### config.mk
export PLATFORM = sky130hd
export DESIGN_NAME = info_frame_byte_stuffer
export DESIGN_NICKNAME = d
export VERILOG_FILES = /design/src/design/ibs_pkg.sv /design/src/design/ibs_cfg_regs.sv /design/src/design/info_frame_byte_stuffer.sv
export SDC_FILE = /design/constraint.sdc
export NUM_CORES = 1
export LEC_CHECK = 0
export BUFFER_PORTS_ARGS = -buffer_cell sky130_fd_sc_hd__buf_4
export CORE_MARGIN = 4
export CORE_UTILIZATION = 55
export DETAILED_ROUTE_END_ITERATION = 7
export PLACE_DENSITY_LB_ADDON = 0.05
export SLEW_MARGIN = 20
export SYNTH_ARGS = -nofsm -noshare
export SYNTH_HDL_FRONTEND = slang
export SYNTH_SLANG_ARGS = --single-unit
### constraint.sdc
create_clock -name clk_i -period 7.68 [get_ports clk_i]
set_input_delay 0 -clock clk_i [delete_from_list [all_inputs] [get_ports clk_i]]
set_output_delay 0 -clock clk_i [all_outputs]
set_load 0.02 [all_outputs]
### src/design/ibs_pkg.sv
// Shared types and register map of the information frame byte stuffer.
package ibs_pkg;

  localparam int unsigned ByteW  = 8;
  localparam int unsigned CfgIdxW = 3;

  typedef enum logic [CfgIdxW-1:0] {
    RegFlag      = 3'd0,
    RegAddress   = 3'd1,
    RegEscape    = 3'd2,
    RegFlagSub   = 3'd3,
    RegEscSub    = 3'd4,
    RegCtrlSeq0  = 3'd5,
    RegCtrlSeq1  = 3'd6
  } reg_idx_e;

  typedef struct packed {
    logic [ByteW-1:0] flag_value;
    logic [ByteW-1:0] address_value;
    logic [ByteW-1:0] escape_value;
    logic [ByteW-1:0] flag_substitute;
    logic [ByteW-1:0] escape_substitute;
    logic [ByteW-1:0] control_seq_zero;
    logic [ByteW-1:0] control_seq_one;
  } cfg_t;

  localparam cfg_t CfgReset = '{
    flag_value:        8'd126,
    address_value:     8'd3,
    escape_value:      8'd125,
    flag_substitute:   8'd94,
    escape_substitute: 8'd93,
    control_seq_zero:  8'd0,
    control_seq_one:   8'd64
  };

endpackage

### src/design/ibs_cfg_regs.sv
// Configuration register file of the byte stuffer, write only.
module ibs_cfg_regs
  import ibs_pkg::*;
(
  input  logic               clk_i,
  input  logic               rst_ni,
  input  logic               cfg_we_i,
  input  logic [CfgIdxW-1:0] cfg_idx_i,
  input  logic [ByteW-1:0]   cfg_wdata_i,
  output cfg_t               cfg_o
);

  cfg_t cfg_q, cfg_d;

  always_comb begin
    cfg_d = cfg_q;
    if (cfg_we_i) begin
      unique case (cfg_idx_i)
        RegFlag:     cfg_d.flag_value        = cfg_wdata_i;
        RegAddress:  cfg_d.address_value     = cfg_wdata_i;
        RegEscape:   cfg_d.escape_value      = cfg_wdata_i;
        RegFlagSub:  cfg_d.flag_substitute   = cfg_wdata_i;
        RegEscSub:   cfg_d.escape_substitute = cfg_wdata_i;
        RegCtrlSeq0: cfg_d.control_seq_zero  = cfg_wdata_i;
        RegCtrlSeq1: cfg_d.control_seq_one   = cfg_wdata_i;
        default:     cfg_d = cfg_q;
      endcase
    end
  end

  always_ff @(posedge clk_i or negedge rst_ni) begin
    if (!rst_ni) begin
      cfg_q <= CfgReset;
    end else begin
      cfg_q <= cfg_d;
    end
  end

  assign cfg_o = cfg_q;

endmodule

### src/design/info_frame_byte_stuffer.sv
// Accepted beats go to the work register, their bytes then to the output register.
// Throughput: one line byte per cycle unless m_axis_tready_i stalls the output;
//   an item causes 1 line byte for a plain mid-frame byte, up to 9 for a one-byte
//   frame; the rate is set by the single output byte register.
// Next item is taken in the cycle its predecessor's last byte is loaded.
// Reset: frame state and BCC cleared, registers to defaults, output empty.
module info_frame_byte_stuffer
  import ibs_pkg::*;
(
  input  logic               clk_i,
  input  logic               rst_ni,
  input  logic               s_axis_tvalid_i,
  output logic               s_axis_tready_o,
  input  logic [ByteW-1:0]   s_axis_tdata_i,   // [7:0] payload_byte
  input  logic               s_axis_tlast_i,   // frame_end
  input  logic               s_axis_tuser_i,   // [0] seq_bit
  output logic               m_axis_tvalid_o,
  input  logic               m_axis_tready_i,
  output logic [ByteW-1:0]   m_axis_tdata_o,   // [7:0] line_byte
  output logic               m_axis_tlast_o,   // run_last
  output logic               m_axis_tuser_o,   // [0] frame_done
  input  logic               cfg_we_i,
  input  logic [CfgIdxW-1:0] cfg_idx_i,
  input  logic [ByteW-1:0]   cfg_wdata_i
);

  localparam int unsigned NumSlots = 9;
  localparam int unsigned SlotW    = 4;

  typedef enum logic [SlotW-1:0] {
    SlotFlagOpen  = 4'd0,
    SlotAddr      = 4'd1,
    SlotCtrl      = 4'd2,
    SlotBcc1      = 4'd3,
    SlotData      = 4'd4,
    SlotDataSub   = 4'd5,
    SlotBcc2      = 4'd6,
    SlotBcc2Sub   = 4'd7,
    SlotFlagClose = 4'd8
  } slot_e;

  cfg_t cfg;

  ibs_cfg_regs u_cfg (
    .clk_i      (clk_i),
    .rst_ni     (rst_ni),
    .cfg_we_i   (cfg_we_i),
    .cfg_idx_i  (cfg_idx_i),
    .cfg_wdata_i(cfg_wdata_i),
    .cfg_o      (cfg)
  );

  // frame state
  logic             inside_q;
  logic [ByteW-1:0] bcc_q;

  // work register: pending slots of the current item
  logic [NumSlots-1:0] mask_q, mask_d;
  logic [ByteW-1:0]    data_q, bcc2_q;
  logic                seq_q, data_fsub_q, bcc_fsub_q;

  // output register
  logic             out_valid_q;
  logic [ByteW-1:0] out_data_q;
  logic             out_last_q, out_done_q;

  logic                in_acc, out_free, emit;
  logic [NumSlots-1:0] low_bit, mask_rest;
  logic [SlotW-1:0]    slot;
  logic [ByteW-1:0]    ctrl, emit_byte;
  logic [ByteW-1:0]    bcc_new;
  logic                d_flag, d_esc, b_flag, b_esc;

  assign out_free = !out_valid_q || m_axis_tready_i;
  assign emit     = (mask_q != '0) && out_free;
  assign low_bit  = mask_q & (~mask_q + NumSlots'(1));
  assign mask_rest = mask_q & ~low_bit;

  assign s_axis_tready_o = (mask_q == '0) || (emit && (mask_rest == '0));
  assign in_acc          = s_axis_tvalid_i && s_axis_tready_o;

  always_comb begin
    slot = '0;
    for (int i = NumSlots - 1; i >= 0; i--) begin
      if (low_bit[i]) slot = SlotW'(i);
    end
  end

  assign bcc_new = (inside_q ? bcc_q : '0) ^ s_axis_tdata_i;
  assign d_flag  = s_axis_tdata_i == cfg.flag_value;
  assign d_esc   = s_axis_tdata_i == cfg.escape_value;
  assign b_flag  = bcc_new == cfg.flag_value;
  assign b_esc   = bcc_new == cfg.escape_value;

  always_comb begin
    mask_d = emit ? mask_rest : mask_q;
    if (in_acc) begin
      mask_d = '0;
      mask_d[SlotFlagOpen]  = !inside_q;
      mask_d[SlotAddr]      = !inside_q;
      mask_d[SlotCtrl]      = !inside_q;
      mask_d[SlotBcc1]      = !inside_q;
      mask_d[SlotData]      = 1'b1;
      mask_d[SlotDataSub]   = d_flag || d_esc;
      mask_d[SlotBcc2]      = s_axis_tlast_i;
      mask_d[SlotBcc2Sub]   = s_axis_tlast_i && (b_flag || b_esc);
      mask_d[SlotFlagClose] = s_axis_tlast_i;
    end
  end

  assign ctrl = seq_q ? cfg.control_seq_one : cfg.control_seq_zero;

  always_comb begin
    unique case (slot)
      SlotFlagOpen:  emit_byte = cfg.flag_value;
      SlotAddr:      emit_byte = cfg.address_value;
      SlotCtrl:      emit_byte = ctrl;
      SlotBcc1:      emit_byte = cfg.address_value ^ ctrl;
      SlotData:      emit_byte = mask_q[SlotDataSub] ? cfg.escape_value : data_q;
      SlotDataSub:   emit_byte = data_fsub_q ? cfg.flag_substitute : cfg.escape_substitute;
      SlotBcc2:      emit_byte = mask_q[SlotBcc2Sub] ? cfg.escape_value : bcc2_q;
      SlotBcc2Sub:   emit_byte = bcc_fsub_q ? cfg.flag_substitute : cfg.escape_substitute;
      SlotFlagClose: emit_byte = cfg.flag_value;
      default:       emit_byte = cfg.flag_value;
    endcase
  end

  always_ff @(posedge clk_i or negedge rst_ni) begin
    if (!rst_ni) begin
      inside_q    <= 1'b0;
      bcc_q       <= '0;
      mask_q      <= '0;
      out_valid_q <= 1'b0;
      out_last_q  <= 1'b0;
      out_done_q  <= 1'b0;
    end else begin
      mask_q <= mask_d;
      if (in_acc) begin
        inside_q <= !s_axis_tlast_i;
        bcc_q    <= s_axis_tlast_i ? '0 : bcc_new;
      end
      if (emit) begin
        out_valid_q <= 1'b1;
        out_last_q  <= mask_rest == '0;
        out_done_q  <= slot == SlotFlagClose;
      end else if (m_axis_tready_i) begin
        out_valid_q <= 1'b0;
      end
    end
  end

  always_ff @(posedge clk_i) begin
    if (in_acc) begin
      data_q      <= s_axis_tdata_i;
      bcc2_q      <= bcc_new;
      seq_q       <= s_axis_tuser_i;
      data_fsub_q <= d_flag;
      bcc_fsub_q  <= b_flag;
    end
    if (emit) begin
      out_data_q <= emit_byte;
    end
  end

  assign m_axis_tvalid_o = out_valid_q;
  assign m_axis_tdata_o  = out_data_q;
  assign m_axis_tlast_o  = out_last_q;
  assign m_axis_tuser_o  = out_done_q;

  a_done_is_last : assert property (@(posedge clk_i) disable iff (!rst_ni)
    out_valid_q && out_done_q |-> out_last_q)
    else $error("closing flag beat without run end");

  a_data_pending : assert property (@(posedge clk_i) disable iff (!rst_ni)
    in_acc |=> mask_q[SlotData])
    else $error("accepted item has no data slot pending");

  a_frame_close : assert property (@(posedge clk_i) disable iff (!rst_ni)
    $fell(inside_q) |-> $past(in_acc && s_axis_tlast_i))
    else $error("frame closed without a last beat");

  a_no_overwrite : assert property (@(posedge clk_i) disable iff (!rst_ni)
    out_valid_q && !m_axis_tready_i |=> $stable(out_data_q))
    else $error("stalled output byte overwritten");

endmodule
== Word level (Yosys, flattened, before mapping) ==
Cells that the tools add are included.

* Reductions and logical operators: 24
* Multiplexer cells: 21
* Add/subtract/negate cells: 1
* Equality and inequality tests: 18
* Bitwise logic cells: 6

{| class="wikitable"
|+ Operators with widths
! operator !! number
|-
| two-way mux 8 bit || 7
|-
| one-hot mux 8 bit (7 select lines) || 1
|-
| two-way mux 4 bit || 9
|-
| equality test 8 bit || 4
|-
| AND 9 bit || 2
|-
| zero test 9 bit || 2
|-
| two-way mux 9 bit || 2
|-
| inverter 9 bit || 2
|-
| equality test 4 x 3 -> 1 bit (second input constant) || 4
|-
| XOR 8 bit || 2
|-
| AND reduction 2 bit || 7
|-
| adder 9 x 1 -> 9 bit (second input constant) || 1
|-
| equality test 3 bit (second input constant) || 3
|-
| nonzero test 9 bit || 1
|-
| equality test 4 x 2 -> 1 bit (second input constant) || 2
|-
| equality test 3 x 2 -> 1 bit (second input constant) || 2
|-
| equality test 4 x 1 -> 1 bit (second input constant) || 1
|-
| equality test 4 bit (second input constant) || 1
|-
| logical AND 1 bit || 4
|-
| logical OR 1 bit || 4
|-
| nonzero test 2 bit || 2
|-
| equality test 3 x 1 -> 1 bit (second input constant) || 1
|-
| zero test 1 bit || 3
|-
| zero test 3 bit || 1
|-
| two-way mux 1 bit || 2
|}

* Output and inout bits: 12
* Flip-flop bits (word level): 104
* Input bits: 26

== Longest topological paths before layout ==
* Word-level depth: 14
* Depth in mapped cells: 9

== By module ==
From an unflattened synthesis, not the netlist that was laid out.

* Cell total of the unflattened synthesis: 467
* Area total of the unflattened synthesis: 5470.2 µm²

{| class="wikitable"
|+ By module, submodules not included
! module !! cells an instance !! area each (µm²) !! seq. area each (µm²) !! instances
|-
| info_frame_byte_stuffer || 341 || 3291.9 || 1336.3 || 1
|-
| ibs_cfg_regs || 126 || 2178.3 || 1432.6 || 1
|}

== Least setup slack after synthesis ==
No wires, ideal clock.

* Kind: register -> register
* Start: register mask_q[2]
* End: register bcc2_q[0], enable pin
* Period minus slack after synthesis: 2.403 ns
* Arrival: 2.029 ns
* Library setup time: 0.375 ns
* Setup slack: 5.277 ns
* Path buffers: 2
* Cell stages (with the launch flop): 8
* Required time: 7.305 ns
* Cells stage by stage: dfrtp_1 -> buf_6 -> or3_1 -> buf_2 -> nor4_1 -> o211ai_1 -> a21bo_2 -> inv_1

* Cells in the longest elaborated chain, start to end: 9

{| class="wikitable"
|+ RTL lines
! what !! line !! source
|-
| start: declaration || info_frame_byte_stuffer.sv:58 || <nowiki>logic [NumSlots-1:0] mask_q, mask_d;</nowiki>
|-
| start signal: assignment || info_frame_byte_stuffer.sv:137 || <nowiki>mask_q <= mask_d;</nowiki>
|-
| inverter 9 bit || info_frame_byte_stuffer.sv:76 || <nowiki>assign low_bit = mask_q & (~mask_q + NumSlots'(1));</nowiki>
|-
| adder 9 x 1 -> 9 bit || info_frame_byte_stuffer.sv:76 ||
|-
| AND 9 bit || info_frame_byte_stuffer.sv:76 ||
|-
| inverter 9 bit || info_frame_byte_stuffer.sv:77 || <nowiki>assign mask_rest = mask_q & ~low_bit;</nowiki>
|-
| AND 9 bit || info_frame_byte_stuffer.sv:77 ||
|-
| zero test 9 bit || info_frame_byte_stuffer.sv:79 || <nowiki>assign s_axis_tready_o = (mask_q == '0) || (emit && (mask_rest == '0));</nowiki>
|-
| logical AND 1 bit || info_frame_byte_stuffer.sv:79 ||
|-
| logical OR 1 bit * || info_frame_byte_stuffer.sv:79 ||
|-
| logical AND 1 bit * || info_frame_byte_stuffer.sv:80 || <nowiki>assign in_acc = s_axis_tvalid_i && s_axis_tready_o;</nowiki>
|-
| named net in_acc || info_frame_byte_stuffer.sv:67 || <nowiki>logic in_acc, out_free, emit;</nowiki>
|-
| end signal: assignment || info_frame_byte_stuffer.sv:155 || <nowiki>bcc2_q <= bcc_new;</nowiki>
|-
| end: declaration || info_frame_byte_stuffer.sv:59 || <nowiki>logic [ByteW-1:0] data_q, bcc2_q;</nowiki>
|}

The timed path passes the listed nets; every way through them passes the cells marked *.
A chain may end at the register's enable or synchronous reset.

== Worst setup path after layout ==
* Start: register mask_q[0]
* End: register bcc2_q[2], enable pin

The elaborated chain is that of the path after synthesis.

==> results_dict.tcl <==
set metrics [dict create \
    grt_antenna_before_repair 0 \
    setup.worst_path.start_class "flip-flop" \
    floorplan.die_area_sq_um 11800 \
    finClkSkew_ns 0.0119 \
    grt_setup_unrepaired "no" \
    vdd.ir_drop.worst_uv 177 \
    synth_simple_gate_area_share_pct 11.0 \
    postSynth.topFlopCell "sky130_fd_sc_hd__dfrtp_1" \
    cts_made_buffers 9 \
    timing_worst_slew_pin_value_ns 0.995 \
    synthesis.area_per_instance_sq_um 11.5 \
    dr_pass1_iterations 5 \
    post_synth_xor_area_fraction_pct 6.41 \
    final_min_period_over_clock_period_pct 40.9 \
    layout-area-overhead-vs-synth_pct 13.9 \
    synth_top_area_share_pct 23.5 \
    max_cap_viol_count 0 \
    cts_root_buffer "sky130_fd_sc_hd__clkbuf_8" \
    synthesis.yosys.warnings 0 \
    port_buffers 37 \
    grt_max_degree 78 \
    final_cell_count_no_fill 670 \
    synth_compound_area_share_pct 10.5 \
    grt_first_pass_wirelength_um 22000 \
    core-area_sq_um 9770 \
    worstReg2RegEnd "bcc2_q[2]" \
    floorplan.rows 36 \
    cts_max_path_buffers 2 \
    cts-htree-levels 3 \
    max_stage_delay_ns 0.64 \
    final_setup_violation_count 0 \
    post_drt_via_cell_ratio 6.00 \
    post_synth_main_area_contributors "sky130_fd_sc_hd__dfrtp_1 23%, sky130_fd_sc_hd__mux2_2 15%, sky130_fd_sc_hd__edfxtp_1 15%" \
    start_util_pct 56.7 \
    postSynthRegisterBits 104 \
    critical_hold_path_startpoint "cfg_idx_i[1]" \
    mappedNetlistArea_sq_um 5540 \
    power_per_cell_area_nw_per_um2 363 \
    synth-adder-area-share_pct 0.361 \
    cp.depth 5 \
    crit_arrival_ns 3.17 \
    fin_total_pwr_w 0.00229 \
    finalWeightedCongestion 0.879 \
    layout_common_cells "74 x sky130_fd_sc_hd__mux2_2, 52 x sky130_fd_sc_hd__dfrtp_1, 43 x sky130_fd_sc_hd__nand2_1" \
    drv_slew 0 \
    final_common_cell "sky130_fd_sc_hd__mux2_2" \
    whs_path_depth 3 \
    terminating_pin_of_the_worst_hold_path "u_cfg.cfg_o[51]" \
    run_status "finished clean" \
    post-route-drc-count 0 \
    grt_pass1_vias 4086 \
    finalNetCount 558 \
    maxClockFrequency_ghz 0.318 \
    floorplan.io_pins 38 \
    postSynthNetCount 510 \
    clock_insertion_delay_worst_skew_ns 0.39 \
    layout-drive-gt1-share_pct 30.4 \
    critical-path-slowest-cell "sky130_fd_sc_hd__inv_1" \
    crit_fanout 23 \
    synthArstFlopShare_pct 74.0 \
    finalCoreUtilization_pct 64.6 \
    cts_resized 0 \
    cp_required_ns 7.70 \
    main_combinational_cell_family_by_area_after_synthesis "multiplexers" \
    worst_slew_margin_rel_pct 33.1 \
    synth_area_leader_cell "sky130_fd_sc_hd__dfrtp_1" \
    syn_inst 484 \
    cp_cell_sequence "or3_1 -> nor4_1 -> o211ai_1 -> a21bo_2 -> inv_1" \
    post-dp-hpwl_um 9680 \
    routed-via-count 4018 \
    final_setup_tns_ns 0 \
    die_width_um 108 \
    grt_usage_pct 25.0 \
    placed_cells_incl_taps 633 \
    path_delay_family "simple AND/OR/NAND/NOR gates" \
    muxShareOfSynthArea_pct 19.0 \
    worstSetupPathType "flip-flop to flip-flop" \
    worst-r2r-cell-count 5 \
    numClockSinks 104 \
    tritoncts "yes" \
    reg2reg_from "mask_q[0]" \
    final_antenna_net_count 0 \
    clkSlewWorstSetupHoldPaths_ns 0.11 \
    endpoint_kind "flip-flop" \
    synth_cell_types 48 \
    sequential_cell_area_fraction_in_the_yosys_report_pct 49.9 \
    synth_edf_count 27 \
    timing.final.hold_violations 0 \
    routed_wirelength_um 13600 \
    period_minus_slack_ns 3.14 \
    post_drt_wl_per_cell_um 20.4 \
    die_height_um 108 \
    grt_overflow 0 \
    detailedRoute.firstIterationViolations 289 \
    hp-class "input pin to flip-flop" \
    leak_pwr_nw 2.45 \
    r2r_setup_slack_ns 4.54 \
    antenna-diode-count 0 \
    count_of_buffer_and_inverter_cells_on_the_critical_path 1 \
    cts_setup_buffers 0 \
]
[flip-flops by register name (all words and copies together), names as in the netlist]
signal	cells
m_axis_tuser_o	1
m_axis_tdata_o	8
bcc2_q	8
m_axis_tlast_o	1
bcc_q	8
data_fsub_q	1
inside_q	1
m_axis_tvalid_o	1
data_q	8
mask_q	9
seq_q	1
u_cfg.cfg_o	56
bcc_fsub_q	1
[final cells by class]
class                   instances  area (sq um)
well taps                     133           166
clock buffers                   9           124
fillers                       832          3460
multi-input cells             343          2630
flip-flops and latches        104          2770
repair buffers                 62           518
clock inverters                 7          60.1
inverters                      12          45.0
[worst max path at each step]
| stage | end | slack, ns | start |
|---|---|---|---|
| final | bcc2_q[2] | 4.54 | mask_q[0] |
| after CTS | data_q[5] | 4.60 | mask_q[0] |
| after detailed placement | bcc2_q[6] | 4.64 | mask_q[0] |
| after global placement | bcc2_q[6] | 4.72 | mask_q[0] |
| after global routing | data_q[5] | 4.39 | mask_q[7] |
| after floorplan | bcc2_q[0] | 5.28 | mask_q[2] |
[synth_stat cells, types with 2 or more instances]
master,n
sky130_fd_sc_hd__mux2_2,74
sky130_fd_sc_hd__dfrtp_1,52
sky130_fd_sc_hd__nand2_1,43
sky130_fd_sc_hd__edfxtp_1,27
sky130_fd_sc_hd__dfstp_2,25
sky130_fd_sc_hd__o21ai_0,24
sky130_fd_sc_hd__mux2i_1,22
sky130_fd_sc_hd__nor2_1,21
sky130_fd_sc_hd__xor2_1,21
sky130_fd_sc_hd__a21oi_1,17
sky130_fd_sc_hd__xnor2_1,17
sky130_fd_sc_hd__clkbuf_1,15
sky130_fd_sc_hd__inv_1,12
sky130_fd_sc_hd__a31oi_1,10
sky130_fd_sc_hd__o31ai_1,10
sky130_fd_sc_hd__nor4_1,9
sky130_fd_sc_hd__a22oi_1,8
sky130_fd_sc_hd__nor3_1,8
sky130_fd_sc_hd__o221ai_1,8
sky130_fd_sc_hd__nand3b_1,7
sky130_fd_sc_hd__buf_2,6
sky130_fd_sc_hd__nand4b_1,6
sky130_fd_sc_hd__nor2b_1,5
sky130_fd_sc_hd__nand2b_1,4
sky130_fd_sc_hd__nand3_1,4
sky130_fd_sc_hd__buf_1,3
sky130_fd_sc_hd__maj3_1,2
sky130_fd_sc_hd__nand4_1,2
sky130_fd_sc_hd__nor3b_1,2
sky130_fd_sc_hd__o211ai_1,2
[timing repair]
action | in CTS | in global routing
endpoints found under the hold margin | 132 | 0
setup endpoints to repair | 0 | 0
hold buffers | 21 | 0
[worst reg2reg max path, cell delays in order, from the launching register on]
cell and delay, ns:
sky130_fd_sc_hd__dfrtp_1 0.54, sky130_fd_sc_hd__or3_1 0.55, sky130_fd_sc_hd__nor4_1 0.43, sky130_fd_sc_hd__o211ai_1 0.20, sky130_fd_sc_hd__a21bo_2 0.41, sky130_fd_sc_hd__inv_1 0.64
[routing by layer]
layer  share of wire (%)  wire length (um)  GRT usage (%)  vias to the layer above
met2                  49              6720           41.4                      127
met1                  44              5970           32.8                     1983
met4                 2.6               361           8.75                        0
li1                    -                 -              -                     1877
met3                 4.4               601           4.96                       31
met5                   0                 0              0                        -
[cell families after synthesis]
logic type,Yosys count
and+or+nand+nor,119
DFF,104
muxes,96
AOI/OAI and AO/OA,87
xor gates and xnor gates,39
buffers and inverters,37
adders and majority gates,2
[stage by stage]
step                      cell area (sq um)  hold slack [ns]  worst slack [ns]
after floorplan                        5540           -0.296              5.28
after global placement                 5910            0.180              4.72
after detailed placement               5910            0.180              4.64
after CTS                              6310           0.0873              4.60
after global routing                   6310            0.107              4.39
final                                  6310            0.109              4.54
[power breakdown]
part           total [W]  internal (W)  leakage, nW  switching (W)
clock           0.000329      0.000125       0.0969       0.000204
sequential      0.000991      0.000805         1.16       0.000187
combinational   0.000974      0.000421         1.20       0.000553
total            0.00229       0.00135         2.45       0.000944
No activity file was read; power rests on OpenSTA's default activity.
